==> src/design/pfalu_pkg.sv <==
// ----------------------------------------------------------------------------
// pfalu_pkg: shared definitions for the prime field ALU
// Operation and status codes, default data width and the control bundles
// passed between the sequencer, the modular adder and the top level.
// ----------------------------------------------------------------------------
package pfalu_pkg;

   localparam int WIDTH_DEFAULT = 32;

   localparam logic [2:0] OP_ADD = 3'd0;
   localparam logic [2:0] OP_SUB = 3'd1;
   localparam logic [2:0] OP_MUL = 3'd2;
   localparam logic [2:0] OP_POW = 3'd3;
   localparam logic [2:0] OP_DIV = 3'd4;

   localparam logic [1:0] ST_OK      = 2'd0;
   localparam logic [1:0] ST_RANGE   = 2'd1;
   localparam logic [1:0] ST_DIVZERO = 2'd2;

   typedef struct packed {
      logic sub;
      logic cin;
   } pfalu_uctl_type;

   typedef struct packed {
      logic       done;
      logic [1:0] status;
   } pfalu_done_type;

endpackage

==> src/design/pfalu_addsub.sv <==
// ----------------------------------------------------------------------------
// pfalu_addsub: shared modular add / subtract unit
// Add: (x + y + cin) reduced once against m. Subtract: x - y, wrapped by m
// when it borrows. Operands are expected in range for a single correction.
// ----------------------------------------------------------------------------
module pfalu_addsub import pfalu_pkg::*; #(
   parameter int WIDTH = WIDTH_DEFAULT
) (
   input  logic [WIDTH-1:0] unit_x,
   input  logic [WIDTH-1:0] unit_y,
   input  logic [WIDTH-1:0] unit_m,
   input  pfalu_uctl_type   unit_ctl,
   output logic [WIDTH-1:0] unit_r
);

   logic [WIDTH:0] sum;
   logic [WIDTH:0] red;
   logic [WIDTH:0] diff;
   logic [WIDTH:0] wrap;

   always_comb begin
      sum  = {1'b0, unit_x} + {1'b0, unit_y} + {{WIDTH{1'b0}}, unit_ctl.cin};
      red  = sum - {1'b0, unit_m};
      diff = {1'b0, unit_x} - {1'b0, unit_y};
      wrap = diff + {1'b0, unit_m};
      if (unit_ctl.sub) begin
         unit_r = diff[WIDTH] ? wrap[WIDTH-1:0] : diff[WIDTH-1:0];
      end else begin
         unit_r = (sum >= {1'b0, unit_m}) ? red[WIDTH-1:0] : sum[WIDTH-1:0];
      end
   end

endmodule

==> src/design/pfalu_core.sv <==
// ----------------------------------------------------------------------------
// pfalu_core: sequencer and operand registers of the prime field ALU
// Runs add, sub, shift-add-reduce multiply, square-and-multiply power,
// exponent reduction and inversion through one shared modular adder.
// ----------------------------------------------------------------------------
module pfalu_core import pfalu_pkg::*; #(
   parameter int WIDTH = WIDTH_DEFAULT
) (
   input  logic                    clock,
   input  logic                    reset,
   input  logic                    start,
   input  logic [2:0]              op,
   input  logic [WIDTH-1:0]        opnd_a,
   input  logic [WIDTH-1:0]        opnd_b,
   input  logic signed [WIDTH-1:0] expo,
   input  logic [WIDTH-1:0]        modulus,
   input  logic                    out_free,
   output logic                    idle,
   output pfalu_done_type          done_info,
   output logic [WIDTH-1:0]        value
);

   localparam int CW = $clog2(WIDTH);
   localparam logic [CW-1:0] CNT_LAST = CW'(WIDTH - 1);

   typedef enum logic [8:0] {
      S_IDLE   = 9'b000000001,
      S_ADDSUB = 9'b000000010,
      S_MDBL   = 9'b000000100,
      S_MADD   = 9'b000001000,
      S_MRET   = 9'b000010000,
      S_REM    = 9'b000100000,
      S_RFIX   = 9'b001000000,
      S_PSQ    = 9'b010000000,
      S_DONE   = 9'b100000000
   } state_type;

   typedef enum logic [1:0] {
      PH_FINAL = 2'd0,
      PH_SQ    = 2'd1,
      PH_PM    = 2'd2
   } phase_type;

   state_type        state_ff, state_in;
   phase_type        phase_ff, phase_in;
   logic [2:0]       op_ff, op_in;
   logic [WIDTH-1:0] a_ff, a_in;
   logic [WIDTH-1:0] mx_ff, mx_in;
   logic [WIDTH-1:0] my_ff, my_in;
   logic [WIDTH-1:0] acc_ff, acc_in;
   logic [WIDTH-1:0] res_ff, res_in;
   logic [WIDTH-1:0] base_ff, base_in;
   logic [WIDTH-1:0] exp_ff, exp_in;
   logic [CW-1:0]    cnt_ff, cnt_in;
   logic [CW-1:0]    ecnt_ff, ecnt_in;
   logic [WIDTH-1:0] val_ff, val_in;
   logic [1:0]       st_ff, st_in;

   logic [WIDTH-1:0] ux, uy, um, ur;
   pfalu_uctl_type   uctl;
   logic [WIDTH-1:0] order;
   logic [WIDTH-1:0] mag;
   logic             uses_b;
   logic             range_bad;

   pfalu_addsub #(.WIDTH(WIDTH)) u_addsub (
      .unit_x   (ux),
      .unit_y   (uy),
      .unit_m   (um),
      .unit_ctl (uctl),
      .unit_r   (ur)
   );

   assign order     = modulus - WIDTH'(1);
   assign mag       = ~expo + WIDTH'(1);
   assign uses_b    = op inside {OP_ADD, OP_SUB, OP_MUL, OP_DIV};
   assign range_bad = (modulus < WIDTH'(2)) || (opnd_a >= modulus) ||
                      (uses_b && (opnd_b >= modulus));

   assign idle             = (state_ff == S_IDLE);
   assign done_info.done   = (state_ff == S_DONE);
   assign done_info.status = st_ff;
   assign value            = val_ff;

   always_comb begin
      state_in = state_ff;
      phase_in = phase_ff;
      op_in    = op_ff;
      a_in     = a_ff;
      mx_in    = mx_ff;
      my_in    = my_ff;
      acc_in   = acc_ff;
      res_in   = res_ff;
      base_in  = base_ff;
      exp_in   = exp_ff;
      cnt_in   = cnt_ff;
      ecnt_in  = ecnt_ff;
      val_in   = val_ff;
      st_in    = st_ff;
      ux       = acc_ff;
      uy       = acc_ff;
      um       = modulus;
      uctl.sub = 1'b0;
      uctl.cin = 1'b0;

      case (state_ff)
         S_IDLE: begin
            if (start) begin
               op_in    = op;
               a_in     = opnd_a;
               mx_in    = opnd_a;
               my_in    = opnd_b;
               acc_in   = '0;
               cnt_in   = '0;
               ecnt_in  = '0;
               res_in   = WIDTH'(1);
               phase_in = PH_FINAL;
               val_in   = '0;
               st_in    = ST_OK;
               base_in  = (op == OP_DIV) ? opnd_b : opnd_a;
               exp_in   = (op == OP_DIV) ? (modulus - WIDTH'(2)) : expo;
               if (!(op inside {OP_ADD, OP_SUB, OP_MUL, OP_POW, OP_DIV})) begin
                  state_in = S_DONE;
               end else if (range_bad) begin
                  st_in    = ST_RANGE;
                  state_in = S_DONE;
               end else begin
                  case (op)
                     OP_ADD, OP_SUB: state_in = S_ADDSUB;
                     OP_MUL: state_in = S_MDBL;
                     OP_POW: begin
                        if (expo[WIDTH-1]) begin
                           my_in    = mag;
                           state_in = S_REM;
                        end else begin
                           state_in = S_PSQ;
                        end
                     end
                     default: begin
                        if (opnd_b == '0) begin
                           st_in    = ST_DIVZERO;
                           state_in = S_DONE;
                        end else begin
                           state_in = S_PSQ;
                        end
                     end
                  endcase
               end
            end
         end
         S_ADDSUB: begin
            ux       = mx_ff;
            uy       = my_ff;
            uctl.sub = (op_ff == OP_SUB);
            val_in   = ur;
            state_in = S_DONE;
         end
         S_MDBL, S_MADD: begin
            if (state_ff == S_MADD) begin
               uy = mx_ff;
            end
            acc_in = ur;
            if ((state_ff == S_MDBL) && my_ff[WIDTH-1]) begin
               state_in = S_MADD;
            end else begin
               my_in  = my_ff << 1;
               cnt_in = cnt_ff + CW'(1);
               state_in = (cnt_ff == CNT_LAST) ? S_MRET : S_MDBL;
            end
         end
         S_MRET: begin
            if (phase_ff == PH_FINAL) begin
               val_in   = acc_ff;
               state_in = S_DONE;
            end else if ((phase_ff == PH_SQ) && exp_ff[WIDTH-1]) begin
               res_in   = acc_ff;
               mx_in    = base_ff;
               my_in    = acc_ff;
               acc_in   = '0;
               cnt_in   = '0;
               phase_in = PH_PM;
               state_in = S_MDBL;
            end else begin
               res_in  = acc_ff;
               exp_in  = exp_ff << 1;
               ecnt_in = ecnt_ff + CW'(1);
               if (ecnt_ff != CNT_LAST) begin
                  state_in = S_PSQ;
               end else if (op_ff == OP_DIV) begin
                  mx_in    = a_ff;
                  my_in    = acc_ff;
                  acc_in   = '0;
                  cnt_in   = '0;
                  phase_in = PH_FINAL;
                  state_in = S_MDBL;
               end else begin
                  val_in   = acc_ff;
                  state_in = S_DONE;
               end
            end
         end
         S_REM: begin
            um       = order;
            uctl.cin = my_ff[WIDTH-1];
            acc_in   = ur;
            my_in    = my_ff << 1;
            cnt_in   = cnt_ff + CW'(1);
            if (cnt_ff == CNT_LAST) begin
               state_in = S_RFIX;
            end
         end
         S_RFIX: begin
            ux       = order;
            uy       = acc_ff;
            uctl.sub = 1'b1;
            exp_in   = (acc_ff == '0) ? '0 : ur;
            state_in = S_PSQ;
         end
         S_PSQ: begin
            mx_in    = res_ff;
            my_in    = res_ff;
            acc_in   = '0;
            cnt_in   = '0;
            phase_in = PH_SQ;
            state_in = S_MDBL;
         end
         S_DONE: begin
            if (out_free) begin
               state_in = S_IDLE;
            end
         end
         default: state_in = S_IDLE;
      endcase
   end

   always_ff @(posedge clock) begin
      if (reset) begin
         state_ff <= S_IDLE;
      end else begin
         state_ff <= state_in;
      end
      phase_ff <= phase_in;
      op_ff    <= op_in;
      a_ff     <= a_in;
      mx_ff    <= mx_in;
      my_ff    <= my_in;
      acc_ff   <= acc_in;
      res_ff   <= res_in;
      base_ff  <= base_in;
      exp_ff   <= exp_in;
      cnt_ff   <= cnt_in;
      ecnt_ff  <= ecnt_in;
      val_ff   <= val_in;
      st_ff    <= st_in;
   end

endmodule

==> src/design/prime_field_alu.sv <==
// ----------------------------------------------------------------------------
// prime_field_alu: arithmetic unit over GF(p)
// Add, sub, mul, pow and div of field elements with p held in a register.
//
//   channel  dir  transfer               payload
//   req      in   req_valid & req_ready  req_op, req_operand_a/b, req_exponent
//   rsp      out  rsp_valid & rsp_ready  rsp_value, rsp_status
//   csr      in   csr_valid & csr_ready  csr_modulus
//
// One item at a time through one shared modular adder. Pow runs WIDTH squarings
// and one multiply per set bit of n, with a negative exponent first reduced mod
// p - 1; div is one inversion pow plus one mul. Synchronous reset sets p to 2;
// the result register lets the next request start while a result waits on
// rsp_ready.
// ----------------------------------------------------------------------------
module prime_field_alu import pfalu_pkg::*; #(
   parameter int WIDTH = WIDTH_DEFAULT
) (
   input  logic                    clock,
   input  logic                    reset,
   input  logic                    req_valid,
   output logic                    req_ready,
   input  logic [2:0]              req_op,
   input  logic [WIDTH-1:0]        req_operand_a,
   input  logic [WIDTH-1:0]        req_operand_b,
   input  logic signed [WIDTH-1:0] req_exponent,
   output logic                    rsp_valid,
   input  logic                    rsp_ready,
   output logic [WIDTH-1:0]        rsp_value,
   output logic [1:0]              rsp_status,
   input  logic                    csr_valid,
   output logic                    csr_ready,
   input  logic [WIDTH-1:0]        csr_modulus
);

   logic [WIDTH-1:0] modulus_ff, modulus_in;
   logic             rsp_valid_ff, rsp_valid_in;
   logic [WIDTH-1:0] rsp_value_ff, rsp_value_in;
   logic [1:0]       rsp_status_ff, rsp_status_in;

   logic             core_idle;
   logic             out_free;
   pfalu_done_type   core_done;
   logic [WIDTH-1:0] core_value;

   pfalu_core #(.WIDTH(WIDTH)) u_core (
      .clock     (clock),
      .reset     (reset),
      .start     (req_valid & req_ready),
      .op        (req_op),
      .opnd_a    (req_operand_a),
      .opnd_b    (req_operand_b),
      .expo      (req_exponent),
      .modulus   (modulus_ff),
      .out_free  (out_free),
      .idle      (core_idle),
      .done_info (core_done),
      .value     (core_value)
   );

   assign req_ready  = core_idle;
   assign csr_ready  = 1'b1;
   assign out_free   = !rsp_valid_ff || rsp_ready;
   assign rsp_valid  = rsp_valid_ff;
   assign rsp_value  = rsp_value_ff;
   assign rsp_status = rsp_status_ff;

   always_comb begin
      modulus_in    = (csr_valid && csr_ready) ? csr_modulus : modulus_ff;
      rsp_valid_in  = rsp_valid_ff && !rsp_ready;
      rsp_value_in  = rsp_value_ff;
      rsp_status_in = rsp_status_ff;
      if (core_done.done && out_free) begin
         rsp_valid_in  = 1'b1;
         rsp_value_in  = core_value;
         rsp_status_in = core_done.status;
      end
   end

   always_ff @(posedge clock) begin
      if (reset) begin
         modulus_ff   <= WIDTH'(2);
         rsp_valid_ff <= 1'b0;
      end else begin
         modulus_ff   <= modulus_in;
         rsp_valid_ff <= rsp_valid_in;
      end
      rsp_value_ff  <= rsp_value_in;
      rsp_status_ff <= rsp_status_in;
   end

endmodule
==> config.mk <==
export PLATFORM = sky130hd
export DESIGN_NAME = prime_field_alu
export DESIGN_NICKNAME = d
export VERILOG_FILES = /design/src/design/pfalu_pkg.sv /design/src/design/pfalu_addsub.sv /design/src/design/pfalu_core.sv /design/src/design/prime_field_alu.sv
export SDC_FILE = /design/constraint.sdc
export NUM_CORES = 1
export LEC_CHECK = 0
export BUFFER_PORTS_ARGS = -buffer_cell sky130_fd_sc_hd__buf_2
export CORE_AREA = 2 2 281 283
export DETAILED_ROUTE_END_ITERATION = 7
export DIE_AREA = 0 0 283 285
export SYNTH_ARGS = -nofsm -noshare
export SYNTH_HDL_FRONTEND = slang
export SYNTH_SLANG_ARGS = --single-unit
==> constraint.sdc <==
create_clock -name clock -period 15.45 [get_ports clock]
set_input_delay 3.8625 -clock clock [delete_from_list [all_inputs] [get_ports clock]]
set_output_delay 3.8625 -clock clock [all_outputs]
set_load 0.02 [all_outputs]
# Word-level counts from Yosys, hierarchy flattened
# Cells that the tools add are included.
# totals
register_bits,349
input_bits,136
output_inout_bits,37
word_cells,183
# classes
n_addsub,10
n_lt_le_gt_ge,4
n_eq_ne,29
n_mux,82
bitwise_logic,3
n_reduce_logical,36
# ops
op,count
32-bit 2-to-1 mux,37
32-bit case mux with 3 select lines,3
32-bit case mux with 2 select lines,3
32-bit case mux with 5 select lines,1
32-bit case mux with 4 select lines,1
9-bit 2-to-1 mux,11
9-bit case mux with 8 select lines,1
32-bit >= comparator,2
32-bit zero test,2
5-bit 2-to-1 mux,9
32-bit by 32-bit adder with 33-bit output,1
33-bit by 1-bit adder with 33-bit output,1
33-bit by 32-bit >= comparator with 1-bit output,1
32-bit by 32-bit subtractor with 33-bit output,1
"32-bit by 2-bit adder with 32-bit output, second input constant",1
32-bit adder,1
"32-bit by 2-bit less-than comparator with 1-bit output, second input constant",1
32-bit inverter,1
"32-bit by 1-bit subtractor with 32-bit output, second input constant",1
"32-bit by 2-bit subtractor with 32-bit output, second input constant",1
32-bit subtractor,1
9-bit case mux with 3 select lines,1
5-bit case mux with 5 select lines,1
5-bit AND reduction,3
other kinds (45),78

# Longest topological paths before layout
# Gate-level depths: netlist (run 1).
# depth
depth_word,10
mapped_depth,35
mapped_depth_nobuf,33

# Modules after synthesis
# From an unflattened synthesis (run 1), not the netlist that was laid out.
# unflattened
cells_unflattened,3053
hier_area_um2,27337.5
# by_module_without_submodules
mod,instances,cells_each,area_each_um2,seq_area_each_um2
pfalu_core,1,1733,17195.2,8378.0
pfalu_addsub,1,1174,7891.3,0.0
prime_field_alu,1,146,2250.9,1681.6

# Least setup slack after synthesis (run 1)
# Ideal clock, no wire load.
# synth_path
path_kind,input-to-reg
from,input req_valid
to,register u_core.cnt_ff[0] (enable)
setup_ns,0.488
arrival_time_ns,8.632
required_ns,14.962
setup_slack_ns,6.330
cell_stages,4
path_buffers,0
path_cell_list,nor2b_1 > a21o_1 > a31oi_1 > a21boi_0
# synth_via
elab_chain_cells,3
# synth_rtl
element,line,text
from (decl),prime_field_alu.sv:21,"input logic req_valid,"
1-bit AND,prime_field_alu.sv:49,".start (req_valid & req_ready),"
2-bit by 1-bit != test with 1-bit output (no source line),-,
6-bit AND reduction (no source line),-,
to (signal assigned),pfalu_core.sv:251,cnt_ff <= cnt_in;
to (decl),pfalu_core.sv:54,"logic [CW-1:0] cnt_ff, cnt_in;"
# No other way between the ends.
# A chain may end at the register's enable or synchronous reset.

# Final worst setup path (run 1)
# layout_path
from,register u_core.state_ff[3]
to,"register u_core.val_ff[24] (netlist: u_core.value[24]), data pin"
# layout_via
elab_chain_cells,9
elab_cells_between_ends,24
classes_between,add/sub (5); order compare (1); eq/ne (7); mux (10); reduce/logical (1)
# layout_rtl
element,line,text
from (decl),pfalu_core.sv:44,"state_type state_ff, state_in;"
from (signal assigned),pfalu_core.sv:240,state_ff <= state_in;
9-bit by 4-bit equality test with 1-bit output or 9-bit by 3-bit equality test with 1-bit output (tied branches),"pfalu_core.sv:106, pfalu_core.sv:159",
32-bit 2-to-1 mux or 2-bit OR reduction (tied branches),"pfalu_core.sv:159, pfalu_core.sv:106",
32-bit case mux with 2 select lines,pfalu_core.sv:106,case (state_ff)
32-bit by 32-bit adder with 33-bit output,pfalu_addsub.sv:22,"sum = {1'b0, unit_x} + {1'b0, unit_y} + {{WIDTH{1'b0}}, unit_ctl.cin};"
33-bit by 1-bit adder with 33-bit output,pfalu_addsub.sv:22,
32-bit subtractor or 33-bit by 32-bit >= comparator with 1-bit output (tied branches),"pfalu_addsub.sv:23, pfalu_addsub.sv:29",
32-bit 2-to-1 mux,pfalu_addsub.sv:29,"unit_r = (sum >= {1'b0, unit_m}) ? red[WIDTH-1:0] : sum[WIDTH-1:0];"
32-bit 2-to-1 mux,pfalu_addsub.sv:26,if (unit_ctl.sub) begin
32-bit case mux with 3 select lines *,pfalu_core.sv:106,
named net u_core.val_in[24],pfalu_core.sv:56,"logic [WIDTH-1:0] val_ff, val_in;"
to (signal assigned),pfalu_core.sv:253,val_ff <= val_in;
to (decl),pfalu_core.sv:56,
# The timed path passes the listed nets; every way through them passes the cells marked *.

==> impl_metrics.csv, run 1 <==
group,metric,value,unit
finish,layout-area-overhead-vs-synth,12.5,%
synth,synth.largest_area_cell,"edfxtp_1",
sta,finalSetupViolations,0,
cts,insertion_delay,590,ps
power_and_ir_drop,ir_drop,0.0000920,V
cts,cts_tree,"yes",
floorplanning,start_util,34.5,%
setup_path,critPathKind,"reg2reg",
floorplanning,fp.dieW,283,um
sta,finalMaxSlewViolations,0,
min_path,hold_path_class,"reg2reg",
sta,max_slew.worst_pin.slew,1230,ps
outcome,status,"completed",
routing,post-route-drc-count,0,
sta,rsz0062_at_grt,"false",
synth,yosysUniqueCellTypes,91,
setup_path,end_kind,"flip-flop",
cts,cts_setup_buffers,0,
setup_path,start_kind,"flip-flop",
global_route,grt.total_usage,24.8,%
place,hpwlAfterDp,81000,um
cts,cts.sinks,349,
power_and_ir_drop,power_density,150,nW/um^2
floorplanning,core-area,78000,um^2
finish,fillers,7850,
global_route,overflow,0,
sta,finalSetupTns,0,ps
run,maxCapViolations,0,
global_route,antenna_found_initial,3,
sta,period_minus_slack,9050,ps
global_route,grt_max_degree,72,
place,portBuffers,171,
setup_path,critPathSlowestCell,"nand3_2",
synth,yosysMostFrequentCell,"edfxtp_1",
setup_path,worstSetupStartpoint,"u_core.state_ff[3]",
synth,ys_ff_latch,349,
cts,ctsHoldBuffers,0,
routing,drt_first_pass_iters,6,
cts,cts_htree_levels,2,
routing,ant_nets,0,
setup_path,cp_max_fo,33,
synth,syn_nets,3278,
sta,relSlewSlack,18.0,%
cts,cts-root-buf,"clkbuf_16",
floorplanning,die-area,80700,um^2
place,gp_congestion,0.948,
cts,cts_buffer_depth,3,
sta,period_share,58.6,%
global_route,grt_pass1_vias,22660,
synth,synth.top_cell.area_share,34.3,%
cts,clkTransAtPathRegs,60,ps
setup_path,r2r_cells,34,
finish,post-route-util,38.8,%
global_route,grt_pass1_wl,151000,um
setup_path,cp.required,15770,ps
setup_path,regToRegEndpoint,"u_core.value[24]",
setup_path,r2r-start,"u_core.state_ff[3]",
synth,seq_area_frac_synth,37.4,%
cts,cts_made_buffers,40,
routing,drt-total-wl,104000,um
floorplanning,die_y,285,um
finish,drive_above_1_share,11.6,%
sta,fin_skew,28.7,ps
synth,postSynthAreaPerCell,9.15,um^2
sta,fmax,0.111,GHz
setup_path,critPathMaxStageDelay,540,ps
setup_path,reg2reg_slack,6400,ps
synth,synth_commonest_cells,"edfxtp_1 (307), nand2_1 (301), nor2_1 (271)",
synth,synth_edf_count,307,
synth,synth_cells,2940,
routing,viasPerCell,5.87,
synth,synth-async-reset-ratio,0,%
power_and_ir_drop,total_leakage_power,11.7,nW
finish,layout.nets,3383,
floorplanning,rows,103,
sta,finalHoldViolCount,0,
synth,yosys_warnings,0,
cts,cts-resized-gates,0,
routing,drt_iter0_drc,2581,
synth,synth_ff_type,"edfxtp_1",
setup_path,arrival,9370,ps
floorplanning,ioPinCount,173,
synth,syn-cell-area,26900,um^2
synth,synth_area_leaders,"edfxtp_1 (34%), ha_1 (9.2%), xnor2_1 (6.0%)",
routing,vias,24208,
setup_path,crit_top_cell,"a21oi_1",
setup_path,crit_path_end,"u_core.value[24]",
routing,post_drt_wl_per_cell,25.1,um
registers in the layout (all words and copies together) (netlist names):
signal / flops
u_core.ecnt_ff: 5
modulus_ff: 32
rsp_status: 2
u_core.mx_ff: 32
rsp_valid: 1
u_core.exp_ff: 32
u_core.state_ff: 9
u_core.op_ff: 3
u_core.phase_ff: 2
u_core.my_ff: 32
u_core.cnt_ff: 5
u_core.acc_ff: 32
u_core.res_ff: 32
rsp_value: 32
u_core.a_ff: 32
u_core.base_ff: 32
u_core.value: 32
u_core.st_ff: 2
how the worst min path moves through the flow:
stage	from	end	slack, ps	depth (start not counted)
global route	u_core.value[5]	rsp_value[5]	430	0
CTS	u_core.value[8]	rsp_value[8]	410	0
floorplan	u_core.st_ff[0]	rsp_status[0]	400	0
finish	u_core.value[11]	rsp_value[11]	410	0
global placement	u_core.st_ff[0]	rsp_status[0]	400	0
detailed placement	u_core.value[11]	rsp_value[11]	400	0
placed cells by master, fill, tap and decap left out, types with 44 or more instances in the layout:
cell type and count:
xnor2_1 184, buf_2 171, nand3_1 56, nor3_1 64, ha_1 197, xor2_1 44, and2_1 51, nand2_1 301
a21o_1 58, edfxtp_1 307, nor2_1 267, o21ai_0 120, a211oi_1 51, a21oi_1 191, inv_1 169, a221o_1 80
mux2i_1 84, buf_4 44
layer usage:
layer	routed length (um)	track usage (%)	vias up	part of all wire, %
li1	-	-	11078	-
met1	44600	35.2	11654	43
met2	44200	37.5	1267	43
met3	10100	3.68	205	9.7
met4	4880	10.6	4	4.7
met5	30	0	-	0.029
kinds of logic (layout without fill, tap and decap cells):
| kind of cell | count (synthesis) | count (layout) | share of synthesized area [%] |
|---|---|---|---|
| flops | 349 | 349 | 37.4 |
| fa+ha+maj | 204 | 204 | 9.61 |
| buf+inv | 328 | 464 | 4.85 |
| other cells | 1 | 2 | 0.0139 |
| xor+xnor | 230 | 230 | 7.59 |
| simple gates | 949 | 949 | 16.6 |
| compound gates | 795 | 795 | 20.8 |
| mux | 84 | 84 | 3.13 |
final cells by class:
| cell class | instances | area (um^2) | share of cell area (%) |
|---|---|---|---|
| timing repair buffer | 215 | 1190 | 3.92 |
| clock buffer | 56 | 1120 | 3.71 |
| sequential | 349 | 10100 | 33.2 |
| tap | 1050 | 1310 | 4.34 |
| clock inverter | 17 | 251 | 0.831 |
| antenna | 1 | 2.50 | 0.00827 |
| inverter | 176 | 666 | 2.20 |
| multi-input combinational | 2263 | 15700 | 51.7 |
report_power, final:
group | switching [W] | internal, W
Sequential | 0.000110 | 0.00119
Clock | 0.000426 | 0.000595
Combinational | 0.00138 | 0.000825
metrics by stage:
stage               cells  instance area (um^2)  power (W)  hold WS, ps  setup slack, ps
floorplan            2940                 26900    0.00288          400             6330
global placement     4053                 28900    0.00345          401             6540
detailed placement   4053                 28900    0.00346          405             6530
CTS                  4126                 30300    0.00449          414             6460
global route         4126                 30300    0.00477          425             5830
finish               4127                 30300    0.00453          413             6400
worst max-delay path, delay by kind of cell, from the launching register on:
family	cells	cell delay, ps
simple gates	10	2480
fa+ha+maj	3	1030
buf+inv	3	560
compound gates	17	4060
xor+xnor	1	220
flops	1	370
No activity file was read; power rests on OpenSTA's default activity.
==> run 2, diff against run 1 <==
==> constraint.sdc (replaced) <==
create_clock -name clock -period 8 [get_ports clock]
set_input_delay 2 -clock clock [delete_from_list [all_inputs] [get_ports clock]]
set_output_delay 2 -clock clock [all_outputs]
set_load 0.02 [all_outputs]
==> run 2 against run 1 <==
Effect of this change:
- register-to-register slack got worse by 6100 ps
- critical path depth decreased by 1
- clock-buffer cell count increased by 2
- power increased by 98%
- critical endpoint is now u_core.value[20]
==> impl_metrics.csv, run 2 (synthesis gave the netlist of run 1 again) <==
group,metric,value,unit
setup_path,start_kind,"flip-flop",
finish,post-route-util,39.8,%
outcome,status,"completed",
routing,drt-total-wl,106000,um
global_route,grt.total_usage,25.4,%
place,pre_cts_slack,-13.5,ps
setup_path,critPathSlowestCell,"or3b_2",
finish,n_antenna_cell,0,
sta,fmax,0.130,GHz
cts,insertion_delay,590,ps
routing,drt_iter0_drc,2882,
global_route,grt_pass1_wl,155000,um
floorplanning,fp.dieW,283,um
routing,drt_first_pass_iters,5,
global_route,grt_pass1_vias,23423,
floorplanning,core-area,78000,um^2
power_and_ir_drop,power_density,289,nW/um^2
floorplanning,rows,103,
sta,setup_ws,300,ps
setup_path,crit_top_cell,"a21oi_2",
floorplanning,ioPinCount,173,
cts,cts_tree,"yes",
setup_path,arrival,7980,ps
routing,vias,24813,
finish,fin_area,31000,um^2
place,hpwlAfterDp,83200,um
finish,ff_latch_area,10100,um^2
global_route,antenna_found_initial,3,
routing,post_drt_wl_per_cell,25.3,um
place,gp_congestion,0.977,
power_and_ir_drop,total_leakage_power,12.1,nW
routing,viasPerCell,5.90,
sta,max_slew.worst_pin.slew,1060,ps
place,portBuffers,171,
routing,post-route-drc-count,0,
sta,relSlewSlack,29.5,%
cts,cts_buffer_depth,3,
floorplanning,start_util,34.5,%
cts,ctsHoldBuffers,0,
finish,final_common_cell,"edfxtp_1",
sta,finalSetupViolations,0,
sta,finalHoldViolCount,0,
sta,rsz0062_at_grt,"false",
floorplanning,die_y,285,um
cts,cts.sinks,349,
sta,finalMaxSlewViolations,0,
power_and_ir_drop,ir_drop,0.000145,V
setup_path,critPathKind,"reg2reg",
finish,layout.nets,3464,
setup_path,end_kind,"flip-flop",
setup_path,cp.required,8280,ps
setup_path,cp_max_fo,7,
finish,mostFrequentLayoutCells,"edfxtp_1 (307), nand2_1 (301), nor2_1 (265)",
cts,cts_made_buffers,40,
setup_path,critPathMaxStageDelay,480,ps
floorplanning,die-area,80700,um^2
sta,fin_skew,32.1,ps
finish,drive_above_1_share,14.7,%
finish,fillers,7841,
routing,ant_nets,0,
cts,clkTransAtPathRegs,60,ps
finish,layout-area-overhead-vs-synth,15.3,%
sta,period_share,96.2,%
place,post_dp_cell_area,29500,um^2
sta,period_minus_slack,7700,ps
global_route,overflow,0,
cts,cts_setup_buffers,0,
cts,cts_htree_levels,2,
global_route,grt_max_degree,70,
run,maxCapViolations,0,
finish,multi_input_area,15800,um^2
min_path,hold_path_class,"reg2reg",
cts,cts-root-buf,"clkbuf_16",
[run 2: layout make-up]
type,count,share of cell area (%)
clock buffers,58,3.84
clock inverters,15,0.533
inverters,176,2.15
multi-input cells,2263,50.9
flip-flops and latches,349,32.5
well taps,1050,4.24
repair buffers,296,5.89
[run 2: power breakdown]
part	total (W)	internal, W	leakage, nW	switching, W
Combinational	0.00453	0.00177	8.13	0.00276
Clock	0.00195	0.00111	0.658	0.000837
Sequential	0.00249	0.00229	3.34	0.000202
Total	0.00897	0.00517	12.1	0.00380
[run 2: through the flow]
| step | total power, W | TNS [ps] | std cells | hold WS, ps |
|---|---|---|---|---|
| 2_1_floorplan | 0.00557 | 0 | 2940 | 400 |
| 3_3_place_gp | 0.00688 | 0 | 4134 | 404 |
| 3_5_place_dp | 0.00689 | -14.1 | 4134 | 405 |
| 4_1_cts | 0.00884 | 0 | 4207 | 413 |
| 5_1_grt | 0.00946 | 0 | 4207 | 419 |
| 6_report | 0.00897 | 0 | 4207 | 413 |
[run 2: worst paths after layout]
| kind | start | to | slack, ps | cells past startpoint |
|---|---|---|---|---|
| worst max-delay path | u_core.state_ff[2] | u_core.value[20] | 300 | 33 |
| worst max register to register | u_core.state_ff[2] | u_core.value[20] | 300 | 33 |
| worst min-delay path | u_core.value[15] | rsp_value[15] | 410 | 0 |
| worst min register to register | u_core.value[15] | rsp_value[15] | 410 | 0 |
[run 2: repair_timing]
item                                    4_1_cts  5_1_grt
gates resized for setup                       2       31
pin swaps                                     0        3
gates cloned                                  0        0
endpoints found under the setup margin        4       75
[run 2: layer usage]
layer	part of all wire (%)	global-route usage (%)	up-vias
met5	0	0	-
met4	4.4	10.3	0
met3	9.5	3.58	221
met2	43	39.1	1347
met1	43	35.9	12002
li1	-	-	11243
[run 2: worst max-delay path: cells and delay by family, from the launching register on]
family / cells / cell delay (ps)
and+or+nand+nor: 10 / 2190
xor gates and xnor gates: 1 / 100
buffers and inverters: 2 / 240
DFF: 1 / 320
AOI/OAI and AO/OA: 17 / 3500
adders and majority gates: 3 / 1040
